==> src/rtl/core/pts_pkg.sv <==
// ----------------------------------------------------------------------------
// Scheduler package
// Shared constants, codes and types of the priority task scheduler.
// ----------------------------------------------------------------------------
package pts_pkg;

	localparam int MaxTasks  = 8;
	localparam int TickWidth = 16;
	localparam int PrioWidth = 8;
	localparam int SlotWidth = $clog2(MaxTasks);
	localparam int CntWidth  = $clog2(MaxTasks + 1);

	localparam logic [TickWidth-1:0] TickForever = {TickWidth{1'b1}};

	typedef enum logic [2:0] {
		OP_CREATE  = 3'd0,
		OP_SLEEP   = 3'd1,
		OP_SUSPEND = 3'd2,
		OP_RESUME  = 3'd3,
		OP_TICK    = 3'd4,
		OP_DISPATCH = 3'd5,
		OP_PREEMPT = 3'd6,
		OP_UNUSED  = 3'd7
	} op_t;

	typedef enum logic [1:0] {
		STS_OK      = 2'd0,
		STS_FULL    = 2'd1,
		STS_IGNORED = 2'd2
	} status_t;

	typedef enum logic [1:0] {
		SLOT_TERM  = 2'd0,
		SLOT_READY = 2'd1,
		SLOT_WAIT  = 2'd2,
		SLOT_SUSP  = 2'd3
	} slot_state_t;

	typedef enum logic [2:0] {
		FSM_IDLE,
		FSM_DECODE,
		FSM_WALK,
		FSM_INSERT,
		FSM_DONE
	} fsm_t;

	// Controller to datapath
	typedef struct packed {
		logic load;     // capture input beat
		logic decode;   // apply the decode part of the operation
		logic walk;     // one wait-list entry per cycle
		logic insert;   // finish a pending ready-list insertion
		logic publish;  // load the result register
	} cmd_t;

	// Datapath to controller
	typedef struct packed {
		logic need_walk;
		logic walk_last;
		logic need_insert;
	} stat_t;

endpackage

==> src/rtl/core/pts_if.sv <==
// ----------------------------------------------------------------------------
// Scheduler channels
// Valid/ready channels for scheduler operations and results.
// ----------------------------------------------------------------------------
interface pts_op_if;
	logic       valid;
	logic       ready;
	logic [2:0] operation;
	logic [2:0] task_id;
	logic [7:0] priority_req;
	logic [15:0] wait_ticks;
	modport source (output valid, operation, task_id, priority_req, wait_ticks, input ready);
	modport sink (input valid, operation, task_id, priority_req, wait_ticks, output ready);
endinterface

interface pts_res_if;
	logic       valid;
	logic       ready;
	logic [2:0] running_task;
	logic       running_idle;
	logic [2:0] created_slot;
	logic [1:0] status;
	logic [3:0] ready_count;
	logic [3:0] woken_count;
	modport source (output valid, running_task, running_idle, created_slot, status,
		ready_count, woken_count, input ready);
	modport sink (input valid, running_task, running_idle, created_slot, status,
		ready_count, woken_count, output ready);
endinterface

==> src/rtl/core/priority_task_scheduler.sv <==
// ----------------------------------------------------------------------------
// Priority task scheduler
// Top level: controller, datapath and the enable register.
// ----------------------------------------------------------------------------
// One operation beat is taken at a time. An operation passes through capture,
// decode and result load, with a wait-list walk in between on a tick, one entry
// per cycle, or an insertion step when a created, resumed or preempted task
// joins the ready list. The result load waits while the previous result is
// still unaccepted. A finished result waits in an output register; the next
// operation is taken only once that register has been loaded.
// Write scheduler_enabled only while no operation is in flight.
module priority_task_scheduler (
	input  logic   clk,
	input  logic   arst_n,
	input  logic   cfg_we,
	input  logic   cfg_wdata,
	pts_op_if.sink     op_in,
	pts_res_if.source  res
);

	logic            enabled_q;
	pts_pkg::cmd_t   cmd;
	pts_pkg::stat_t  stat;
	logic            rdy;

	// hold the enable bit
	always_ff @(posedge clk or negedge arst_n) begin
		if (!arst_n) begin
			enabled_q <= 1'b0;
		end else if (cfg_we) begin
			enabled_q <= cfg_wdata;
		end
	end

	pts_ctrl u_ctrl (
		.clk      (clk),
		.arst_n   (arst_n),
		.in_valid (op_in.valid),
		.in_ready (rdy),
		.res_busy (res.valid && !res.ready),
		.stat     (stat),
		.cmd      (cmd)
	);

	// take a new operation only while the controller is idle
	assign op_in.ready = rdy;

	pts_dp u_dp (
		.clk               (clk),
		.arst_n            (arst_n),
		.scheduler_enabled (enabled_q),
		.cmd               (cmd),
		.stat              (stat),
		.op_in             (op_in),
		.res               (res)
	);

endmodule

==> src/rtl/core/pts_ctrl.sv <==
// ----------------------------------------------------------------------------
// Scheduler controller
// Sequences one operation through capture, decode, wait-list walk or insertion, and result load.
// ----------------------------------------------------------------------------
module pts_ctrl (
	input  logic           clk,
	input  logic           arst_n,
	input  logic           in_valid,
	output logic           in_ready,
	input  logic           res_busy,
	input  pts_pkg::stat_t stat,
	output pts_pkg::cmd_t  cmd
);

	pts_pkg::fsm_t state_q, state_d;

	always_ff @(posedge clk or negedge arst_n) begin
		if (!arst_n) begin
			state_q <= pts_pkg::FSM_IDLE;
		end else begin
			state_q <= state_d;
		end
	end

	always_comb begin
		state_d  = state_q;
		cmd      = '0;
		in_ready = 1'b0;
		unique case (state_q)
			pts_pkg::FSM_IDLE: begin
				in_ready = 1'b1;
				if (in_valid) begin
					cmd.load = 1'b1;
					state_d  = pts_pkg::FSM_DECODE;
				end
			end
			pts_pkg::FSM_DECODE: begin
				cmd.decode = 1'b1;
				if (stat.need_walk) begin
					state_d = pts_pkg::FSM_WALK;
				end else if (stat.need_insert) begin
					state_d = pts_pkg::FSM_INSERT;
				end else begin
					state_d = pts_pkg::FSM_DONE;
				end
			end
			pts_pkg::FSM_WALK: begin
				cmd.walk = 1'b1;
				if (stat.walk_last) begin
					state_d = pts_pkg::FSM_DONE;
				end
			end
			pts_pkg::FSM_INSERT: begin
				cmd.insert = 1'b1;
				state_d    = pts_pkg::FSM_DONE;
			end
			pts_pkg::FSM_DONE: begin
				// hold until the result register is free
				if (!res_busy) begin
					cmd.publish = 1'b1;
					state_d     = pts_pkg::FSM_IDLE;
				end
			end
			default: state_d = pts_pkg::FSM_IDLE;
		endcase
	end

endmodule

==> src/rtl/core/pts_dp.sv <==
// ----------------------------------------------------------------------------
// Scheduler datapath
// Task table, ready and wait lists, and the result register.
// ----------------------------------------------------------------------------
module pts_dp (
	input  logic           clk,
	input  logic           arst_n,
	input  logic           scheduler_enabled,
	input  pts_pkg::cmd_t  cmd,
	output pts_pkg::stat_t stat,
	pts_op_if.sink         op_in,
	pts_res_if.source      res
);

	localparam int N  = pts_pkg::MaxTasks;
	localparam int SW = pts_pkg::SlotWidth;
	localparam int CW = pts_pkg::CntWidth;
	localparam int TW = pts_pkg::TickWidth;
	localparam int PW = pts_pkg::PrioWidth;

	typedef logic [SW-1:0] slot_t;
	typedef logic [CW-1:0] cnt_t;

	// captured operation
	pts_pkg::op_t    op_q;
	slot_t           tid_q;
	logic [PW-1:0]   prio_q;
	logic [TW-1:0]   wt_q;

	logic [PW-1:0]   prio_q_arr [N];
	pts_pkg::slot_state_t sstat_q [N];
	logic [TW-1:0]   cd_q [N];
	slot_t           rdy_q [N];
	cnt_t            rlen_q;
	slot_t           wl_q [N];
	cnt_t            wlen_q;
	cnt_t            used_q;
	slot_t           cur_q;
	logic            idle_q;

	// walk state
	cnt_t            widx_q;
	cnt_t            woken_q;
	slot_t           created_q;
	pts_pkg::status_t sts_q;
	slot_t           pslot_q;

	logic            res_valid_q;

	// ---------------------------------------------------------------- helpers
	// ordered insert of one slot into the ready list
	function automatic void rdy_ins(input slot_t s, input slot_t l_in [N],
		input cnt_t n_in, input logic [PW-1:0] pa [N],
		output slot_t l_out [N], output cnt_t n_out);
		logic hit;
		logic found;
		cnt_t pos;
		l_out = l_in;
		n_out = n_in;
		hit   = 1'b0;
		found = 1'b0;
		pos   = n_in;
		for (int i = 0; i < N; i++) begin
			if (cnt_t'(i) < n_in && l_in[i] == s) hit = 1'b1;
			if (!found && cnt_t'(i) < n_in && pa[s] > pa[l_in[i]]) begin
				found = 1'b1;
				pos   = cnt_t'(i);
			end
		end
		if (n_in < cnt_t'(N) && !hit) begin
			for (int i = 1; i < N; i++) begin
				if (cnt_t'(i) > pos && cnt_t'(i) <= n_in) l_out[i] = l_in[i-1];
			end
			l_out[pos[SW-1:0]] = s;
			n_out = n_in + cnt_t'(1);
		end
	endfunction

	function automatic void lst_rm(input slot_t s, input slot_t l_in [N],
		input cnt_t n_in, output slot_t l_out [N], output cnt_t n_out);
		logic found;
		l_out = l_in;
		n_out = n_in;
		found = 1'b0;
		for (int i = 0; i < N; i++) begin
			if (cnt_t'(i) < n_in && l_in[i] == s) found = 1'b1;
			if (found && i + 1 < N) l_out[i] = l_in[i+1];
		end
		if (found) n_out = n_in - cnt_t'(1);
	endfunction

	function automatic void lst_pop(input cnt_t at, input slot_t l_in [N],
		input cnt_t n_in, output slot_t l_out [N], output cnt_t n_out);
		l_out = l_in;
		n_out = n_in;
		for (int i = 0; i < N - 1; i++) begin
			if (cnt_t'(i) >= at) l_out[i] = l_in[i+1];
		end
		if (at < n_in) n_out = n_in - cnt_t'(1);
	endfunction

	// wait list ordered by priority, same rule as ready list
	function automatic void wl_ins(input slot_t s, input slot_t l_in [N],
		input cnt_t n_in, input logic [PW-1:0] pa [N],
		output slot_t l_out [N], output cnt_t n_out);
		rdy_ins(s, l_in, n_in, pa, l_out, n_out);
	endfunction

	// ------------------------------------------------------------ decode step
	slot_t            rm_l [N];
	cnt_t             rm_n;
	slot_t            head_s;
	logic             head_ok;
	logic             take_head;
	slot_t            rdy_d [N];
	cnt_t             rlen_d;
	slot_t            wl_d [N];
	cnt_t             wlen_d;
	logic             dec_pend;
	slot_t            dec_pslot;
	pts_pkg::status_t dec_sts;
	logic             dec_rm_rdy;
	logic             dec_sleep;
	logic             dec_dispatch;
	logic             dec_preempt;
	logic             slot_ok;

	slot_t            ws;
	logic [TW-1:0]    wcd;
	logic             wexp;
	logic             wlast;
	slot_t            wl_rm_l [N];
	cnt_t             wl_rm_n;
	slot_t            rw_l [N];
	cnt_t             rw_n;
	slot_t            ins_l [N];
	cnt_t             ins_n;

	always_comb begin
		slot_ok      = cnt_t'(tid_q) < used_q;
		dec_sts      = pts_pkg::STS_OK;
		dec_pend     = 1'b0;
		dec_pslot    = tid_q;
		dec_rm_rdy   = 1'b0;
		dec_sleep    = 1'b0;
		dec_dispatch = 1'b0;
		dec_preempt  = 1'b0;
		unique case (op_q)
			pts_pkg::OP_CREATE: begin
				if (used_q >= cnt_t'(N)) dec_sts = pts_pkg::STS_FULL;
				else begin
					dec_pend  = 1'b1;
					dec_pslot = used_q[SW-1:0];
				end
			end
			pts_pkg::OP_SLEEP: begin
				if (wt_q == '0 || idle_q) dec_sts = pts_pkg::STS_IGNORED;
				else begin
					dec_sleep    = 1'b1;
					dec_dispatch = scheduler_enabled;
				end
			end
			pts_pkg::OP_SUSPEND: begin
				if (!slot_ok) dec_sts = pts_pkg::STS_IGNORED;
				else dec_rm_rdy = 1'b1;
			end
			pts_pkg::OP_RESUME: begin
				if (!slot_ok) dec_sts = pts_pkg::STS_IGNORED;
				else dec_pend = idle_q || tid_q != cur_q;
			end
			pts_pkg::OP_TICK: ;
			pts_pkg::OP_DISPATCH: dec_dispatch = 1'b1;
			pts_pkg::OP_PREEMPT: begin
				dec_preempt = rlen_q != '0 &&
					(idle_q || prio_q_arr[rdy_q[0]] >= prio_q_arr[cur_q]);
				dec_pend  = dec_preempt && !idle_q;
				dec_pslot = cur_q;
			end
			pts_pkg::OP_UNUSED: dec_sts = pts_pkg::STS_IGNORED;
			default: dec_sts = pts_pkg::STS_IGNORED;
		endcase

		// drop the sleeper or the suspended task from the ready list
		rm_l = rdy_q;
		rm_n = rlen_q;
		if (dec_sleep || dec_rm_rdy) begin
			lst_rm(dec_sleep ? cur_q : tid_q, rdy_q, rlen_q, rm_l, rm_n);
		end
		// head after that removal runs on dispatch or preempt
		head_s    = rm_l[0];
		head_ok   = rm_n != '0;
		take_head = (dec_dispatch || dec_preempt) && head_ok;
		rdy_d  = rm_l;
		rlen_d = rm_n;
		if (take_head) lst_pop('0, rm_l, rm_n, rdy_d, rlen_d);
		wl_d   = wl_q;
		wlen_d = wlen_q;
		if (dec_sleep) wl_ins(cur_q, wl_q, wlen_q, prio_q_arr, wl_d, wlen_d);
	end

	// walk step and pending insertion
	always_comb begin
		ws    = wl_q[widx_q[SW-1:0]];
		wcd   = cd_q[ws];
		if (wcd != pts_pkg::TickForever && wcd != '0) wcd = wcd - TW'(1);
		wexp  = cd_q[ws] != pts_pkg::TickForever && wcd == '0;
		wlast = wexp ? (widx_q + cnt_t'(1) >= wlen_q) : (widx_q + cnt_t'(2) > wlen_q);
		lst_pop(widx_q, wl_q, wlen_q, wl_rm_l, wl_rm_n);
		rdy_ins(ws, rdy_q, rlen_q, prio_q_arr, rw_l, rw_n);
		rdy_ins(pslot_q, rdy_q, rlen_q, prio_q_arr, ins_l, ins_n);
	end

	assign stat.need_walk   = op_q == pts_pkg::OP_TICK && wlen_q != '0;
	assign stat.walk_last   = wlast;
	assign stat.need_insert = dec_pend;

	// ------------------------------------------------------------- registers
	always_ff @(posedge clk or negedge arst_n) begin
		if (!arst_n) begin
			op_q   <= pts_pkg::OP_TICK;
			tid_q  <= '0;
			prio_q <= '0;
			wt_q   <= '0;
		end else if (cmd.load) begin
			op_q   <= pts_pkg::op_t'(op_in.operation);
			tid_q  <= slot_t'(op_in.task_id);
			prio_q <= PW'(op_in.priority_req);
			wt_q   <= TW'(op_in.wait_ticks);
		end
	end

	always_ff @(posedge clk or negedge arst_n) begin
		if (!arst_n) begin
			for (int i = 0; i < N; i++) begin
				sstat_q[i] <= pts_pkg::SLOT_TERM;
				cd_q[i]    <= pts_pkg::TickForever;
			end
			rlen_q    <= '0;
			wlen_q    <= '0;
			used_q    <= '0;
			cur_q     <= '0;
			idle_q    <= 1'b1;
			widx_q    <= '0;
			woken_q   <= '0;
			created_q <= '0;
			sts_q     <= pts_pkg::STS_OK;
			pslot_q   <= '0;
		end else begin
			if (cmd.decode) begin
				widx_q    <= '0;
				woken_q   <= '0;
				sts_q     <= dec_sts;
				pslot_q   <= dec_pslot;
				rlen_q    <= rlen_d;
				wlen_q    <= wlen_d;
				created_q <= (op_q == pts_pkg::OP_CREATE && dec_pend) ? dec_pslot : '0;
				if (op_q == pts_pkg::OP_CREATE && dec_pend) begin
					used_q             <= used_q + cnt_t'(1);
					sstat_q[dec_pslot] <= pts_pkg::SLOT_READY;
					cd_q[dec_pslot]    <= pts_pkg::TickForever;
				end
				if (dec_sleep) begin
					sstat_q[cur_q] <= pts_pkg::SLOT_WAIT;
					cd_q[cur_q]    <= wt_q;
				end
				if (op_q == pts_pkg::OP_SUSPEND && slot_ok) sstat_q[tid_q] <= pts_pkg::SLOT_SUSP;
				if (op_q == pts_pkg::OP_RESUME && slot_ok) sstat_q[tid_q] <= pts_pkg::SLOT_READY;
				if (take_head) begin
					cur_q  <= head_s;
					idle_q <= 1'b0;
				end else if (dec_dispatch) begin
					// empty ready list: fall back to the idle task
					idle_q <= 1'b1;
				end
			end
			if (cmd.walk) begin
				if (cd_q[ws] != pts_pkg::TickForever) cd_q[ws] <= wcd;
				if (wexp) begin
					sstat_q[ws] <= pts_pkg::SLOT_READY;
					wlen_q      <= wl_rm_n;
					rlen_q      <= rw_n;
					woken_q     <= woken_q + cnt_t'(1);
				end else begin
					widx_q <= widx_q + cnt_t'(1);
				end
			end
			if (cmd.insert) begin
				rlen_q <= ins_n;
			end
		end
	end

	// payload arrays: priority table, list contents
	always_ff @(posedge clk) begin
		if (cmd.decode) begin
			rdy_q <= rdy_d;
			wl_q  <= wl_d;
			if (op_q == pts_pkg::OP_CREATE && dec_pend) prio_q_arr[dec_pslot] <= prio_q;
		end
		if (cmd.walk && wexp) begin
			wl_q  <= wl_rm_l;
			rdy_q <= rw_l;
		end
		if (cmd.insert) rdy_q <= ins_l;
	end

	// ---------------------------------------------------------- result beat
	always_ff @(posedge clk or negedge arst_n) begin
		if (!arst_n) begin
			res_valid_q <= 1'b0;
		end else if (cmd.publish) begin
			res_valid_q <= 1'b1;
		end else if (res.ready) begin
			res_valid_q <= 1'b0;
		end
	end

	always_ff @(posedge clk) begin
		if (cmd.publish) begin
			res.running_task <= idle_q ? 3'd0 : 3'(cur_q);
			res.running_idle <= idle_q;
			res.created_slot <= 3'(created_q);
			res.status       <= sts_q;
			res.ready_count  <= 4'(rlen_q);
			res.woken_count  <= 4'(woken_q);
		end
	end

	assign res.valid = res_valid_q;

endmodule
==> src/flat_wrapper.sv <==
// flat-port wrapper written by rule: the top's interface ports become plain ports
module priority_task_scheduler_flat 
  (clk, arst_n, cfg_we, cfg_wdata, op_in_valid, op_in_operation, op_in_task_id, op_in_priority_req, op_in_wait_ticks, op_in_ready, res_valid, res_running_task, res_running_idle, res_created_slot, res_status, res_ready_count, res_woken_count, res_ready);
  pts_op_if op_in_i ();
  pts_res_if res_i ();
  input  logic clk;
  input  logic arst_n;
  input  logic cfg_we;
  input  logic cfg_wdata;
  input wire logic [$bits(op_in_i.valid)-1:0] op_in_valid;
  input wire logic [$bits(op_in_i.operation)-1:0] op_in_operation;
  input wire logic [$bits(op_in_i.task_id)-1:0] op_in_task_id;
  input wire logic [$bits(op_in_i.priority_req)-1:0] op_in_priority_req;
  input wire logic [$bits(op_in_i.wait_ticks)-1:0] op_in_wait_ticks;
  output wire logic [$bits(op_in_i.ready)-1:0] op_in_ready;
  output wire logic [$bits(res_i.valid)-1:0] res_valid;
  output wire logic [$bits(res_i.running_task)-1:0] res_running_task;
  output wire logic [$bits(res_i.running_idle)-1:0] res_running_idle;
  output wire logic [$bits(res_i.created_slot)-1:0] res_created_slot;
  output wire logic [$bits(res_i.status)-1:0] res_status;
  output wire logic [$bits(res_i.ready_count)-1:0] res_ready_count;
  output wire logic [$bits(res_i.woken_count)-1:0] res_woken_count;
  input wire logic [$bits(res_i.ready)-1:0] res_ready;
  assign op_in_i.valid = op_in_valid;
  assign op_in_i.operation = op_in_operation;
  assign op_in_i.task_id = op_in_task_id;
  assign op_in_i.priority_req = op_in_priority_req;
  assign op_in_i.wait_ticks = op_in_wait_ticks;
  assign op_in_ready = op_in_i.ready;
  assign res_valid = res_i.valid;
  assign res_running_task = res_i.running_task;
  assign res_running_idle = res_i.running_idle;
  assign res_created_slot = res_i.created_slot;
  assign res_status = res_i.status;
  assign res_ready_count = res_i.ready_count;
  assign res_woken_count = res_i.woken_count;
  assign res_i.ready = res_ready;
  priority_task_scheduler u_core (.clk(clk), .arst_n(arst_n), .cfg_we(cfg_we), .cfg_wdata(cfg_wdata), .op_in(op_in_i), .res(res_i));
endmodule
==> config.mk <==
export PLATFORM = sky130hd
export DESIGN_NAME = priority_task_scheduler_flat
export DESIGN_NICKNAME = d
export VERILOG_FILES = /design/src/rtl/core/pts_pkg.sv /design/src/rtl/core/pts_if.sv /design/src/rtl/core/priority_task_scheduler.sv /design/src/rtl/core/pts_ctrl.sv /design/src/rtl/core/pts_dp.sv /design/src/flat_wrapper.sv
export SDC_FILE = /design/constraint.sdc
export NUM_CORES = 2
export LEC_CHECK = 0
export BUFFER_PORTS_ARGS = -buffer_cell sky130_fd_sc_hd__buf_2
export CAP_MARGIN = 20
export CELL_PAD_IN_SITES_DETAIL_PLACEMENT = 1
export CELL_PAD_IN_SITES_GLOBAL_PLACEMENT = 1
export CORE_MARGIN = 3
export CORE_UTILIZATION = 41
export DETAILED_ROUTE_END_ITERATION = 8
export MAX_ROUTING_LAYER = met4
export PLACE_DENSITY_LB_ADDON = 0.1
export SYNTH_ARGS = -nofsm -noshare
export SYNTH_HDL_FRONTEND = slang
export SYNTH_SLANG_ARGS = --single-unit
==> constraint.sdc <==
create_clock -name clk -period 8 [get_ports clk]
set_clock_uncertainty 0.05 [all_clocks]
set_input_delay 0.8 -clock clk [delete_from_list [all_inputs] [get_ports clk]]
set_output_delay 0.8 -clock clk [all_outputs]
set_load 0.02 [all_outputs]
==> flow_summary_export.csv <==
group,metric,value,unit
placement,dpl.hpwl,106000,microns
floorplanning,die_y,292,microns
setup_path,cp_max_fo,54,
global_route,grt_pass1_vias,32932,
yosys,yosys.area.top_type_share,19.0,%
min_path,min_path_type,"primary input to asynchronous set/reset pin",
yosys,synthDistinctLibCells,96,
pwr,power_frac_clock,11.4,%
cts,clock_latency,0.59,ns
placement,gp_congestion,0.921,
final_layout,nNetsFinal,3630,
global_route,grt_overflow_total,0,
route,drc,0,
setup_path,startpoint_type,"flip-flop",
yosys,synthCells,3463,
pwr,pwr-share-seq,21.6,%
pwr,p_switching,8.61,mW
cts,cts_max_path_buffers,3,
timing,hold_viol,0,
pwr,p_comb_share,66.9,%
route,wire_per_inst,33.9,microns
cts,h-tree-depth,2,
final_layout,area_growth,8.08,%
placement,placed_cell_area,34800,sq um
cts,cts_buffers,40,
global_route,antenna_found_initial,4,
global_route,grt_pass1_wl,223000,microns
timing,max_freq,138,MHz
setup_path,worstPathArrival,7.43,ns
cts,ctsResizeCount,0,
placement,io_buffer_count,54,
floorplanning,fp.dieW,292,microns
placement,place_ws,0.889,ns
route,ant_nets,0,
setup_path,cp.required,8.17,ns
final_layout,instances_no_fill,4454,
timing,max-slew-margin-rel,21.0,%
yosys,synth-edff-count,129,
final_layout,filler_cell_count,8948,
yosys,ys_ff_latch,324,
timing,tightestPinTransition,1.18,ns
route,totalWireLength,151000,microns
floorplanning,num_rows,104,
cts,cts.sinks,324,
placement,placed_cells,4374,
final_layout,multi_input_area,23000,sq um
yosys,synth_ff_type,"dfstp_2",
route,vias,31614,
yosys,avgSynthCellArea,9.68,sq um
yosys,netlist_area,33500,sq um
final_layout,post-route-util,44.8,%
status,status,"finished clean",
yosys,yosysTopAreaCell,"mux4_2",
cts,cts_tree,"yes",
cts,postCtsHoldBufs,0,
floorplanning,core_area,80800,sq um
yosys,yosysSeqAreaShare,26.6,%
timing,layout_setup_ws,0.744,ns
pwr,p_int,7.97,mW
final_layout,stdcell_area,36200,sq um
cts,clockRootBuffer,"clkbuf_16",
setup_path,end_kind,"flip-flop",
final_layout,drive_gt1_share,22.8,%
global_route,grt_max_degree,101,
timing,finalMaxSlewViolations,0,
pwr,sw_frac_of_total,51.9,%
pwr,leakage,14.1,nW
floorplanning,io_pins,55,
pwr,finalPower,16.6,mW
global_route,grtUsageTotal,35.9,%
timing,whs,0.262,ns
pwr,powerDensity,458,nW/um^2
pwr,vdd_drop_max,0.000271,V
yosys,ys_warn_count,0,
floorplanning,start_util,41.5,%
cts,cts_setup_buffers,0,
yosys,synthTopCellsByArea,"mux4_2 (19%), edfxtp_1 (12%), dfstp_2 (10%)",
route,dr.pass1.iters,5,
timing,fin_tns_setup,0,ns
route,viasPerCell,7.10,
setup_path,path_class,"flip-flop to flip-flop",
timing,fin_crit_sh,90.7,%
timing,period_needed,7.26,ns
yosys,async_reset_ff_share,60.2,%
floorplanning,die_area,85200,sq um
yosys,syn_nets,3733,
run,cap_violations,0,
route,drt_iter0_markers,3299,
final_layout,regArea,8920,sq um
cts,clkTransAtPathRegs,0.06,ns
timing,setup_viol,0,
timing,rsz0062_at_grt,"false",
-- power groups by stage --
stage               logic, mW  clock network (mW)  registers [mW]
floorplan                7.80                   0            2.88
global placement         10.4                   0            3.54
detailed placement       10.9                   0            3.57
CTS                      10.9                1.93            3.55
global route             12.1                2.00            3.65
finish                   11.1                1.90            3.59
-- cells in the final DEF, fill, tap and decap left out, types with 68 or more instances in the layout --
master,netlist,final
xnor2_1,68,68
inv_1,68,68
nand3_1,128,128
mux4_2,283,281
dfstp_2,130,130
o22ai_1,81,81
o221ai_1,76,76
a21oi_1,117,117
nor2_1,155,155
edfxtp_1,129,129
buf_4,5,131
mux2i_1,155,154
nand2_1,467,467
o21ai_0,230,226
ha_1,234,234
-- metal layers --
metal	wire [microns]	part of all wire, %	track usage [%]	vias up
li1	-	-	-	13139
met1	59100	39	45.0	16111
met2	69200	46	55.7	1888
met3	14200	9.4	7.35	476
met4	8320	5.5	17.0	0
met5	0	0	-	-
-- final timing paths --
check                                      startpoint                   endpoint  slack [ns]  cells past startpoint
worst max-delay path            u_core.u_dp.widx_q[0]      u_core.u_dp.rdy_q[11]        0.74                     15
worst min-delay path                           arst_n        u_core.u_dp.wt_q[2]        0.26                      1
worst max register to register  u_core.u_dp.widx_q[0]      u_core.u_dp.rdy_q[11]        0.74                     15
worst min register to register   u_core.u_dp.sts_q[1]  u_core.u_dp.res.status[1]        0.39                      0
max in group asynchronous                      arst_n       u_core.u_dp.cur_q[1]        6.24                      2
min in group clk                 u_core.u_dp.sts_q[1]  u_core.u_dp.res.status[1]        0.39                      0
-- worst max-delay path, cell delays in order, from the launching register on --
cell,delay (ns)
dfrtp_1,0.89
mux2_2,0.41
mux4_4,0.98
nand2_1,0.24
nand3_1,0.11
nand4_1,0.23
ha_1,0.24
a21boi_1,0.33
nand4_1,0.37
nor4_4,0.57
nand3b_1,0.21
xnor2_1,0.40
nor4bb_1,0.40
nand4_1,0.41
a21o_1,0.47
nor3_1,0.49
-- cell usage after synthesis, types with 19 or more instances --
| master | count |
|---|---|
| nand2_1 | 467 |
| mux4_2 | 283 |
| clkbuf_1 | 255 |
| ha_1 | 234 |
| o21ai_0 | 230 |
| mux2i_1 | 155 |
| nor2_1 | 155 |
| dfstp_2 | 130 |
| edfxtp_1 | 129 |
| nand3_1 | 128 |
| a21oi_1 | 117 |
| o22ai_1 | 81 |
| o221ai_1 | 76 |
| inv_1 | 68 |
| xnor2_1 | 68 |
| nand4_1 | 66 |
| dfrtp_1 | 65 |
| nor3_1 | 61 |
| a21o_1 | 56 |
| mux2_2 | 52 |
| o21a_1 | 51 |
| buf_1 | 47 |
| nor2b_1 | 38 |
| a221oi_1 | 32 |
| and2_1 | 30 |
| a31oi_1 | 22 |
| and3_1 | 22 |
| o21bai_1 | 22 |
| xor2_1 | 21 |
| nand2b_1 | 20 |
| nor4_1 | 19 |
| or3_1 | 19 |
-- final cells by class --
type                       count  area share [%]
clock inverter                13           0.445
clock buffer                  61            3.37
tap                         1060            3.66
antenna                        2          0.0138
sequential                   324            24.6
multi-input combinational   2729            63.4
inverter                      74           0.767
timing repair buffer         191            3.74
-- sequential cells by signal, summed over array words and instances (netlist names), 8 cells and up --
| register | cells |
|---|---|
| u_core.u_dp.rdy_q | 24 |
| u_core.u_dp.wt_q | 16 |
| u_core.u_dp.wl_q | 24 |
| u_core.u_dp.cd_q | 128 |
| u_core.u_dp.prio_q_arr | 64 |
| u_core.u_dp.prio_q | 8 |
-- cells by family after synthesis --
group	after synthesis	share of synthesized area, %
simple gates	1080	15.2
compound gates	834	16.7
buf+inv	410	5.03
fa+ha+maj	234	8.73
mux	492	25.5
xor+xnor	89	2.33
flops	324	26.6
Note: power is estimated with default switching activity, not from simulation.
